**src/hdl/mpdt_pkg.sv**
```systemverilog
// Package for the mode persistence debounce tracker.
// Types, command and register codes, reset values shared by all hdl/ modules.
// No dependencies.
`default_nettype none

package mpdt_pkg;

    localparam int TIME_W      = 64;
    localparam int MODE_W      = 3;
    localparam int MS_W        = 32;
    localparam int CFG_IDX_W   = 2;
    localparam int MODE_COUNT_DEF = 8;

    localparam int S_TDATA_W   = 72;
    localparam int S_TUSER_W   = 2;
    localparam int M_TDATA_W   = 8;

    localparam logic [MS_W-1:0] DWELL_RST    = 32'd500;
    localparam logic [MS_W-1:0] DEBOUNCE_RST = 32'd300;
    localparam logic [MS_W-1:0] SUPPRESS_RST = 32'd500;

    typedef enum logic [1:0] {
        CMD_OBSERVE = 2'd0,
        CMD_RESTORE = 2'd1,
        CMD_DRIFT   = 2'd2,
        CMD_ACCEPT  = 2'd3
    } cmd_t;

    typedef enum logic [CFG_IDX_W-1:0] {
        CFG_ENABLED  = 2'd0,
        CFG_DWELL    = 2'd1,
        CFG_DEBOUNCE = 2'd2,
        CFG_SUPPRESS = 2'd3
    } cfg_idx_t;

    typedef struct packed {
        logic            enabled;
        logic [MS_W-1:0] promotion_dwell_ms;
        logic [MS_W-1:0] adopt_debounce_ms;
        logic [MS_W-1:0] post_restore_suppress_ms;
    } cfg_t;

    typedef struct packed {
        cmd_t              command;
        logic [MODE_W-1:0] mode;
        logic              valid_req;
        logic [TIME_W-1:0] now;
        logic              restore_outstanding;
    } item_t;

    typedef struct packed {
        logic              action;
        logic              adopted;
        logic [MODE_W-1:0] desired_mode;
    } result_t;

endpackage

`default_nettype wire

```
**src/hdl/mpdt_cfg.sv**
```systemverilog
// Configuration register file for the mode persistence debounce tracker.
// Depends on mpdt_pkg.
`default_nettype none

module mpdt_cfg
(
    input  wire logic                           clk,
    input  wire logic                           rst_n,
    input  wire logic                           cfg_valid,
    output logic                                cfg_ready,
    input  wire logic [mpdt_pkg::CFG_IDX_W-1:0] cfg_index,
    input  wire logic [mpdt_pkg::MS_W-1:0]      cfg_data,
    output mpdt_pkg::cfg_t                      cfg
);
    import mpdt_pkg::*;

    cfg_t cfg_reg;
    cfg_t cfg_next;

    assign cfg_ready = 1'b1;
    assign cfg       = cfg_reg;

    always_comb
    begin
        cfg_next = cfg_reg;
        if (cfg_valid)
        begin
            unique case (cfg_idx_t'(cfg_index))
                CFG_ENABLED:  cfg_next.enabled                  = cfg_data[0];
                CFG_DWELL:    cfg_next.promotion_dwell_ms       = cfg_data;
                CFG_DEBOUNCE: cfg_next.adopt_debounce_ms        = cfg_data;
                CFG_SUPPRESS: cfg_next.post_restore_suppress_ms = cfg_data;
            endcase
        end
    end

    always_ff @(posedge clk or negedge rst_n)
    begin
        if (!rst_n)
        begin
            cfg_reg.enabled                  <= 1'b1;
            cfg_reg.promotion_dwell_ms       <= DWELL_RST;
            cfg_reg.adopt_debounce_ms        <= DEBOUNCE_RST;
            cfg_reg.post_restore_suppress_ms <= SUPPRESS_RST;
        end
        else
        begin
            cfg_reg <= cfg_next;
        end
    end

endmodule

`default_nettype wire

```
**src/hdl/mpdt_core.sv**
```systemverilog
// Tracker state and per-item event logic: settling test, restore request,
// debounced adoption. Depends on mpdt_pkg.
`default_nettype none

module mpdt_core
#(
    parameter int MODE_COUNT = mpdt_pkg::MODE_COUNT_DEF
)
(
    input  wire logic            clk,
    input  wire logic            rst_n,
    input  wire logic            fire,
    input  wire mpdt_pkg::item_t item,
    input  wire mpdt_pkg::cfg_t  cfg,
    output mpdt_pkg::result_t    result
);
    import mpdt_pkg::*;

    logic [MODE_W-1:0] observed_reg,  observed_next;
    logic [MODE_W-1:0] carried_reg,   carried_next;
    logic [MODE_W-1:0] candidate_reg, candidate_next;
    logic [TIME_W-1:0] cand_since_reg, cand_since_next;
    logic [TIME_W-1:0] ctx_since_reg,  ctx_since_next;
    logic [TIME_W-1:0] suppress_reg,   suppress_next;

    logic [MODE_W-1:0] mode_c;
    logic [TIME_W-1:0] ctx_age;
    logic [TIME_W-1:0] cand_age;
    logic              settle;
    logic              live;
    logic              action;
    logic              adopted;

    assign mode_c   = (32'(item.mode) < MODE_COUNT) ? item.mode : '0;
    assign ctx_age  = item.now - ctx_since_reg;
    assign cand_age = item.now - cand_since_reg;
    assign settle   = (item.now < suppress_reg)
                   || (ctx_age < {{(TIME_W-MS_W){1'b0}}, cfg.promotion_dwell_ms})
                   || item.restore_outstanding;
    assign live     = cfg.enabled && !settle && (carried_reg != '0)
                   && (mode_c != carried_reg);

    always_comb
    begin
        observed_next   = observed_reg;
        carried_next    = carried_reg;
        candidate_next  = candidate_reg;
        cand_since_next = cand_since_reg;
        ctx_since_next  = ctx_since_reg;
        suppress_next   = suppress_reg;
        action          = 1'b0;
        adopted         = 1'b0;

        unique case (item.command)
            CMD_OBSERVE:
            begin
                if (!item.valid_req)
                begin
                    observed_next = '0;
                end
                else if (live && (observed_reg == '0))
                begin
                    observed_next = mode_c;
                    action        = 1'b1;
                end
                else
                begin
                    if (live && (mode_c != '0))
                    begin
                        if (candidate_reg != mode_c)
                        begin
                            candidate_next  = mode_c;
                            cand_since_next = item.now;
                        end
                        else if (cand_age >=
                                 {{(TIME_W-MS_W){1'b0}}, cfg.adopt_debounce_ms})
                        begin
                            carried_next   = mode_c;
                            candidate_next = '0;
                            adopted        = 1'b1;
                        end
                    end
                    else
                    begin
                        candidate_next = '0;
                    end
                    observed_next = mode_c;
                end
            end
            CMD_RESTORE:
            begin
                if (cfg.enabled)
                begin
                    if (carried_reg == '0)
                    begin
                        carried_next = observed_reg;
                    end
                    else
                    begin
                        action = 1'b1;
                    end
                end
            end
            CMD_DRIFT:
            begin
                observed_next  = '0;
                ctx_since_next = item.now;
            end
            CMD_ACCEPT:
            begin
                observed_next  = mode_c;
                ctx_since_next = item.now;
                suppress_next  = item.now
                               + {{(TIME_W-MS_W){1'b0}}, cfg.post_restore_suppress_ms};
            end
        endcase
    end

    assign result.action       = action;
    assign result.adopted      = adopted;
    assign result.desired_mode = carried_next;

    always_ff @(posedge clk or negedge rst_n)
    begin
        if (!rst_n)
        begin
            observed_reg   <= '0;
            carried_reg    <= '0;
            candidate_reg  <= '0;
            cand_since_reg <= '0;
            ctx_since_reg  <= '0;
            suppress_reg   <= '0;
        end
        else if (fire)
        begin
            observed_reg   <= observed_next;
            carried_reg    <= carried_next;
            candidate_reg  <= candidate_next;
            cand_since_reg <= cand_since_next;
            ctx_since_reg  <= ctx_since_next;
            suppress_reg   <= suppress_next;
        end
    end

endmodule

`default_nettype wire

```
**src/hdl/mode_persistence_debounce_tracker.sv**
```systemverilog
// Top level of the mode persistence debounce tracker: input and result
// registers around mpdt_core, plus mpdt_cfg. Depends on mpdt_pkg.
//
//  channel   | signals                          | direction
//  ----------+----------------------------------+----------
//  s_axis    | s_tvalid s_tready s_tdata s_tuser| in
//  m_axis    | m_tvalid m_tready m_tdata        | out
//  cfg       | cfg_valid cfg_ready cfg_index    | in
//            | cfg_data                         |
//
// One item per cycle sustained while m_tready is high.
// Item goes input register -> event logic -> result register.
// m_tready low holds the result; the input register still takes an item
// while the result register is free or being drained.
// Reset clears all tracker state and loads register defaults; cfg_ready
// is always high.
`default_nettype none

module mode_persistence_debounce_tracker
#(
    parameter int MODE_COUNT = mpdt_pkg::MODE_COUNT_DEF
)
(
    input  wire logic                           clk,
    input  wire logic                           rst_n,
    input  wire logic                           s_tvalid,
    output logic                                s_tready,
    // [2:0] mode, [3] valid_req, [67:4] now, [68] restore_outstanding, rest zero
    input  wire logic [mpdt_pkg::S_TDATA_W-1:0] s_tdata,
    // [1:0] command
    input  wire logic [mpdt_pkg::S_TUSER_W-1:0] s_tuser,
    output logic                                m_tvalid,
    input  wire logic                           m_tready,
    // [0] action, [1] adopted, [4:2] desired_mode, rest zero
    output logic [mpdt_pkg::M_TDATA_W-1:0]      m_tdata,
    input  wire logic                           cfg_valid,
    output logic                                cfg_ready,
    input  wire logic [mpdt_pkg::CFG_IDX_W-1:0] cfg_index,
    input  wire logic [mpdt_pkg::MS_W-1:0]      cfg_data
);
    import mpdt_pkg::*;

    logic    in_valid_reg;
    item_t   in_item_reg;
    logic    out_valid_reg;
    result_t out_res_reg;
    logic    fire;
    cfg_t    cfg;
    result_t res;
    item_t   s_item;

    assign s_item.command             = cmd_t'(s_tuser);
    assign s_item.mode                = s_tdata[2:0];
    assign s_item.valid_req           = s_tdata[3];
    assign s_item.now                 = s_tdata[67:4];
    assign s_item.restore_outstanding = s_tdata[68];

    assign fire     = in_valid_reg && (!out_valid_reg || m_tready);
    assign s_tready = !in_valid_reg || fire;
    assign m_tvalid = out_valid_reg;
    assign m_tdata  = {{(M_TDATA_W-MODE_W-2){1'b0}}, out_res_reg.desired_mode,
                       out_res_reg.adopted, out_res_reg.action};

    mpdt_cfg u_cfg
    (
        .clk       (clk),
        .rst_n     (rst_n),
        .cfg_valid (cfg_valid),
        .cfg_ready (cfg_ready),
        .cfg_index (cfg_index),
        .cfg_data  (cfg_data),
        .cfg       (cfg)
    );

    mpdt_core #(.MODE_COUNT(MODE_COUNT)) u_core
    (
        .clk    (clk),
        .rst_n  (rst_n),
        .fire   (fire),
        .item   (in_item_reg),
        .cfg    (cfg),
        .result (res)
    );

    always_ff @(posedge clk or negedge rst_n)
    begin
        if (!rst_n)
        begin
            in_valid_reg  <= 1'b0;
            out_valid_reg <= 1'b0;
        end
        else
        begin
            if (s_tready)
            begin
                in_valid_reg <= s_tvalid;
            end
            if (fire)
            begin
                out_valid_reg <= 1'b1;
            end
            else if (m_tready)
            begin
                out_valid_reg <= 1'b0;
            end
        end
    end

    always_ff @(posedge clk)
    begin
        if (s_tready && s_tvalid)
        begin
            in_item_reg <= s_item;
        end
        if (fire)
        begin
            out_res_reg <= res;
        end
    end

endmodule

`default_nettype wire
```
**config.mk**
```make
export PLATFORM = sky130hd
export DESIGN_NAME = mode_persistence_debounce_tracker
export DESIGN_NICKNAME = d
export VERILOG_FILES = /design/src/hdl/mpdt_pkg.sv /design/src/hdl/mpdt_cfg.sv /design/src/hdl/mpdt_core.sv /design/src/hdl/mode_persistence_debounce_tracker.sv
export SDC_FILE = /design/constraint.sdc
export NUM_CORES = 1
export LEC_CHECK = 0
export ABC_AREA = 1
export BUFFER_PORTS_ARGS = -buffer_cell sky130_fd_sc_hd__buf_2
export CORE_UTILIZATION = 35
export CTS_BUF_LIST = sky130_fd_sc_hd__clkbuf_8
export DETAILED_ROUTE_END_ITERATION = 7
export PLACE_DENSITY = 0.55
export SYNTH_ARGS = -nofsm -noshare
export SYNTH_HDL_FRONTEND = slang
export SYNTH_SLANG_ARGS = --single-unit
```
**constraint.sdc**
```tcl
create_clock -name clk -period 3.8 [get_ports clk]
set_input_delay 0.19 -clock clk [delete_from_list [all_inputs] [get_ports clk]]
set_output_delay 0.19 -clock clk [all_outputs]
set_load 0.01 [all_outputs]
```
## Word level (Yosys, flattened, before mapping)

Cells that the tools add are included.

| word-level totals | value |
|---|---|
| flip-flop bits (word level) | 376 |
| input bits | 113 |
| output and inout bits | 11 |
| logic and storage cells | 93 |

| cells by class | value |
|---|---|
| add/subtract/negate cells | 3 |
| magnitude comparators | 3 |
| eq/ne operators | 9 |
| multiplexer cells | 21 |
| bitwise logic cells | 4 |
| reductions and logical operators | 33 |

Operators by type and width:

| cell | number |
|---|---|
| 64-bit subtractor | 2 |
| 64-bit by 32-bit adder with 64-bit output | 1 |
| 64-bit by 32-bit greater-or-equal comparator with 1-bit output | 1 |
| 64-bit by 32-bit less-than comparator with 1-bit output | 1 |
| 64-bit less-than comparator | 1 |
| 3-bit two-way mux | 11 |
| 2-bit AND reduction | 7 |
| 3-bit one-hot mux with 3 select lines | 1 |
| 3-bit nonzero test | 3 |
| 2-bit == test, second input constant | 4 |
| 1-bit logical AND | 7 |
| 1-bit two-way mux | 7 |
| 3-bit zero test | 2 |
| 3-bit != test | 2 |
| 3-bit one-hot mux with 2 select lines | 1 |
| 6-bit AND reduction | 1 |
| 5-bit AND reduction | 1 |
| 5-bit OR reduction | 1 |
| 2-bit by 1-bit == test with 1-bit output, second input constant | 2 |
| 2-bit zero test | 2 |
| 1-bit logical OR | 4 |
| 1-bit inverter | 4 |
| 1-bit zero test | 3 |
| 3-bit != test, second input constant | 1 |
| 3 further kinds | 3 |

## Depth between registers and ports, before layout

| logic depth | value |
|---|---|
| word-level depth | 13 |
| depth in mapped cells | 35 |
| depth with buffers taken out | 35 |

## Cells and area by module

A second synthesis with hierarchy kept.

| second synthesis, totals | value |
|---|---|
| cell total of the unflattened synthesis | 4766 |
| area, all modules | 31387.6 µm² |

By module, submodules not included:

| module | instances | cells an instance | area an instance (µm²) | sequential area each (µm²) |
|---|---|---|---|---|
| mpdt_core | 1 | 4237 | 24979.0 | 5029.8 |
| mpdt_cfg | 1 | 437 | 4005.1 | 2448.6 |
| mode_persistence_debounce_tracker | 1 | 92 | 2403.6 | 2332.2 |

## Least setup slack after synthesis

OpenSTA, ideal clock, no wires.

| timing | value |
|---|---|
| path kind | register -> register |
| start point | register in_item_reg[1] (netlist bit) |
| end point | register u_core.cand_since_reg[55] |
| library setup time | 0.121 ns |
| arrival | 3.775 ns |
| data required time | 3.679 ns |
| setup slack | -0.097 ns |
| stages on the path, launching flop included | 34 |
| buffers on the path | 2 |
| clock period less this slack | 3.897 ns |
| cells stage by stage | edfxtp_1 -> inv_1 -> ha_1 -> inv_1 -> fa_1 -> nand3_1 -> nand3_2 -> nand2_1 -> nand2_1 -> nand3_1 -> nand2_1 -> nand2_1 -> nand2_1 -> xor2_1 -> ha_1 -> nand2_1 -> inv_1 -> nand3_1 -> nor3b_1 -> a21oi_1 -> nand2_1 -> nor2_1 -> nand2_1 -> nor2_1 -> nand3_1 -> nor2_1 -> nand3_1 -> nand2_1 -> nor2_2 -> nand2_2 -> nor2_4 -> buf_6 -> buf_4 -> o21ai_1 |

| on the way | value |
|---|---|
| cells in the longest elaborated chain, start to end | 11 |
| elaborated cells on any way between the ends | 13 |
| those cells by class | 1 x add/sub; 2 x order compare; 1 x bitwise; 9 x reduce/logical |

RTL lines:

| what | line | source |
|---|---|---|
| start, declared | mode_persistence_debounce_tracker.sv:44 | `item_t in_item_reg;` |
| start signal, assigned | mode_persistence_debounce_tracker.sv:113 | `in_item_reg <= s_item;` |
| 64-bit subtractor | mpdt_core.sv:35 | `assign ctx_age = item.now - ctx_since_reg;` |
| 64-bit by 32-bit less-than comparator with 1-bit output | mpdt_core.sv:38 | `\|\| (ctx_age < {{(TIME_W-MS_W){1'b0}}, cfg.promotion_dwell_ms})` |
| 1-bit logical OR (*) | mpdt_core.sv:38 |  |
| 1-bit logical OR (*) | mpdt_core.sv:39 | `\|\| item.restore_outstanding;` |
| 1-bit zero test (*) | mpdt_core.sv:40 | `assign live = cfg.enabled && !settle && (carried_reg != '0)` |
| 1-bit logical AND (*) (2 in series) | mpdt_core.sv:40 |  |
| 1-bit logical AND (*) | mpdt_core.sv:41 | `&& (mode_c != carried_reg);` |
| 1-bit logical AND | mpdt_core.sv:61 | `else if (live && (observed_reg == '0))` |
| 1-bit inverter (no line) | -- |  |
| 6-bit AND reduction (no line) (*) | -- |  |
| end signal, assigned | mpdt_core.sv:139 | `cand_since_reg <= cand_since_next;` |
| end, declared | mpdt_core.sv:22 | `logic [TIME_W-1:0] cand_since_reg, cand_since_next;` |

Every way passes the cells marked *; elsewhere a longest branch is shown, timed or not.
A chain may end at the register's enable or synchronous reset.

## Worst setup path in the final report

| timing | value |
|---|---|
| start point | register in_item_reg[1] (netlist bit) |
| end point | register u_core.cand_since_reg[0] |

| on the way | value |
|---|---|
| cells in the longest elaborated chain, start to end | 11 |
| elaborated cells on any way between the ends | 13 |
| those cells by class | 1 x add/sub; 2 x order compare; 1 x bitwise; 9 x reduce/logical |

RTL lines:

| what | line |
|---|---|
| 64-bit subtractor | mpdt_core.sv:35 |
| 64-bit by 32-bit less-than comparator with 1-bit output | mpdt_core.sv:38 |
| 1-bit logical OR | mpdt_core.sv:38 |
| 1-bit logical OR | mpdt_core.sv:39 |
| 1-bit zero test | mpdt_core.sv:40 |
| 1-bit logical AND (2 in series) | mpdt_core.sv:40 |
| 1-bit logical AND | mpdt_core.sv:41 |
| 1-bit logical AND | mpdt_core.sv:61 |
| 1-bit inverter (no line) | -- |
| 6-bit AND reduction (no line) | -- |

Parallel ways exist; a longest one is shown, timed or not.

==> flow_metrics.env <==
export IMPL_cp_end_kind="flip-flop"
export IMPL_r2r_end="u_core.cand_since_reg[0]"
export IMPL_overflow=0
export IMPL_grt_pass1_vias=31600
export IMPL_cp_slowest_cell="fa_2"
export IMPL_max_stage_delay_ns=0.42
export IMPL_syn_cell_area_um2=30700
export IMPL_internal_power_mw=12.6
export IMPL_yosysSeqAreaShare_pct=31.9
export IMPL_setup_slack_ns=-0.782
export IMPL_cts_tree="yes"
export IMPL_cp_data_arrival_time_ns=5.17
export IMPL_coreArea_um2=86900
export IMPL_boundaryPins=124
export IMPL_fin_hold_ws_ns=0.0666
export IMPL_post_place_ws_ns=-1.10
export IMPL_clock_sinks=376
export IMPL_drv_slew=0
export IMPL_antenna_left=0
export IMPL_hold_viol=0
export IMPL_cpMostUsedCell="nand3_4"
export IMPL_final_common_cell="nand2_1"
export IMPL_maxSlewHeadroom_pct=11.4
export IMPL_dp_hpwl_mm=95.0
export IMPL_rows=108
export IMPL_rr_worst_depth=33
export IMPL_ys_flop_type="dfrtp_1"
export IMPL_clkPwrFrac_pct=20.0
export IMPL_swShare_pct=43.1
export IMPL_drtPass1Iterations=5
export IMPL_portBuffers=116
export IMPL_leakagePower_nw=22.3
export IMPL_hold_path_class="input pin to asynchronous set/reset pin"
export IMPL_syn2layout_area_growth_pct=35.9
export IMPL_grt_max_degree=90
export IMPL_post_route_period_util_pct=121
export IMPL_die_area_um2=88900
export IMPL_fmax_mhz=218
export IMPL_routedWlPerCell_um=18.0
export IMPL_ys_seq_elements=376
export IMPL_async_flop_share_pct=79.8
export IMPL_rsz0062_at_grt="yes"
export IMPL_cts_buffers_inserted=73
export IMPL_violations="setup timing"
export IMPL_nets=5894
export IMPL_worst_setup_path_type="flip-flop to flip-flop"
export IMPL_startpoint_type="flip-flop"
export IMPL_ys_types=51
export IMPL_total_power_mw=22.1
export IMPL_fin_skew_ns=0.0488
export IMPL_wl_mm=121
export IMPL_antenna_found_initial=11
export IMPL_htreeDepth=3
export IMPL_die_y_um=298
export IMPL_grt_usage_pct=26.8
export IMPL_seqPwrFrac_pct=24.7
export IMPL_die_x_um=298
export IMPL_layout_common_cells="1376 x nand2_1, 918 x inv_1, 562 x buf_4, 317 x nor2_1, 297 x o21ai_0"
export IMPL_power_density_nw_per_um2=529
export IMPL_r2r_start="in_item_reg[1]"
export IMPL_avgSynthCellArea_um2=6.62
export IMPL_final_util_pct=48.0
export IMPL_maxCapViolCount=0
export IMPL_crit_buf_inv=6
export IMPL_worst_pin_slew_ns=1.33
export IMPL_synth_edff_count=76
export IMPL_finalSetupViolCount=75
export IMPL_clockRootBuffer="clkbuf_8"
export IMPL_drive_gt1_share_pct=21.2
export IMPL_cpLargestDelayFamily="simple AND/OR/NAND/NOR gates"
export IMPL_syn_inst=4642
export IMPL_cp_max_fo=4
export IMPL_start_util_pct=35.4
export IMPL_vias=32600
export IMPL_gp_congestion=1.02
export IMPL_reg2reg_slack_ns=-0.78
export IMPL_peakVddDrop_uv=331
export IMPL_fin_crit_ns=4.58
export IMPL_cp_required_ns=4.39
export IMPL_clk_pin_slew_worst_paths_ns=0.08
export IMPL_p_sw_mw=9.52
export IMPL_largest_reg_flops=97
export IMPL_power_frac_comb_pct=55.3
export IMPL_vias_per_cell=4.86
export IMPL_drt_initial_drc_count=2464
export IMPL_grt_pass1_wl_mm=181
export IMPL_drc=0
export IMPL_clock_latency_ns=0.72
export IMPL_ys_warn_count=0
export IMPL_cts_buffer_depth=3
export IMPL_status="finished with violations"
-- metal layers --
layer	track usage [%]	wire, um	part of all wire (%)	up-vias
met5	0	38	0.031	-
met4	9.72	4540	3.8	6
met3	5.21	9390	7.8	205
met2	40.8	51500	43	986
met1	37.4	55400	46	15100
li1	-	-	-	16300
-- worst max path at each step --
| stage | start | endpoint | slack (ns) | cells after the start |
|---|---|---|---|---|
| after floorplan | in_item_reg[1] | u_core.cand_since_reg[59] | 0.03 | 31 |
| after CTS | in_item_reg[7] | u_core.cand_since_reg[11] | -0.62 | 31 |
| after global routing | in_item_reg[1] | u_core.candidate_reg[1] | -1.07 | 34 |
| after global placement | in_item_reg[9] | u_core.cand_since_reg[8] | -1.06 | 27 |
| final | in_item_reg[1] | u_core.cand_since_reg[0] | -0.78 | 33 |
| after detailed placement | in_item_reg[9] | u_core.cand_since_reg[23] | -1.10 | 27 |
-- logic make-up after synthesis --
logic type	after synthesis	synth area share [%]
AND/OR/NAND/NOR	2179	28.9
flip-flops	376	31.9
adder cells (fa/ha/maj)	287	11.8
AO/OA/AOI/OAI	712	12.2
other	2	0.0245
XOR/XNOR	100	2.85
buffers and inverters	986	12.3
-- cells in the mapped netlist (3+ instances only) --
master / number / share of area (%)
xor2_1: 82 / 2.3
nor3_2: 3 / 0.098
inv_1: 915 / 11
o21ai_0: 323 / 5.3
nand2_1: 1464 / 18
edfxtp_1: 76 / 7.4
a31oi_1: 12 / 0.24
nor4_1: 24 / 0.49
nand4_1: 47 / 0.96
xnor2_1: 18 / 0.51
nor3_1: 50 / 0.81
nor2_2: 9 / 0.18
o211ai_1: 4 / 0.098
nor2_1: 350 / 4.3
fa_1: 3 / 0.20
nand2_2: 4 / 0.081
inv_2: 4 / 0.049
o21a_1: 13 / 0.32
o21ai_1: 51 / 0.83
a21o_1: 8 / 0.20
buf_4: 7 / 0.17
dfrtp_1: 283 / 23
nand3_1: 180 / 2.9
dfstp_2: 17 / 1.5
clkbuf_1: 49 / 0.60
or2_2: 18 / 0.37
ha_1: 284 / 12
o21bai_1: 24 / 0.59
a21boi_0: 5 / 0.12
buf_6: 8 / 0.29
a21oi_1: 259 / 4.2
nand3b_1: 19 / 0.46
a211oi_1: 3 / 0.073
and3_1: 3 / 0.061
and2_1: 3 / 0.061
-- stage by stage --
step,cells,cell area (um^2),TNS (ns)
2_1_floorplan,4644,30800,0
3_3_place_gp,6386,36600,-75.19
3_5_place_dp,6386,36600,-77.14
4_1_cts,6693,40900,-42.12
5_1_grt,6713,41700,-73.69
6_report,6716,41700,-51.80
-- final cells by class --
cell class,count,area (um^2)
Multi-Input combinational cell,3282,18500
Clock inverter,50,374
Antenna cell,6,15.0
Timing Repair Buffer,841,6930
Clock buffer,86,1180
Tap cell,1155,1450
Sequential cell,376,9810
Inverter,920,3460
Fill cell,8830,45100
-- what timing repair did --
item                                   in CTS  in global routing
endpoints found under the hold margin     241                  0
buffers inserted                           48                 16
gates cloned                               15                  7
pin swaps                                  43                 55
setup endpoints to repair                  93                108
gates resized for setup                   202                173
hold buffers                              111                  0
-- power groups by stage --
stage                     Clock [mW]  Combinational, mW  Sequential, mW
after CTS                       4.52               11.8            5.45
after global routing            4.69               13.7            5.55
after detailed placement           0               11.0            5.50
after floorplan                    0               6.60            5.41
after global placement             0               10.9            5.48
final                           4.41               12.2            5.46
Note: power is estimated with default switching activity, not from simulation.
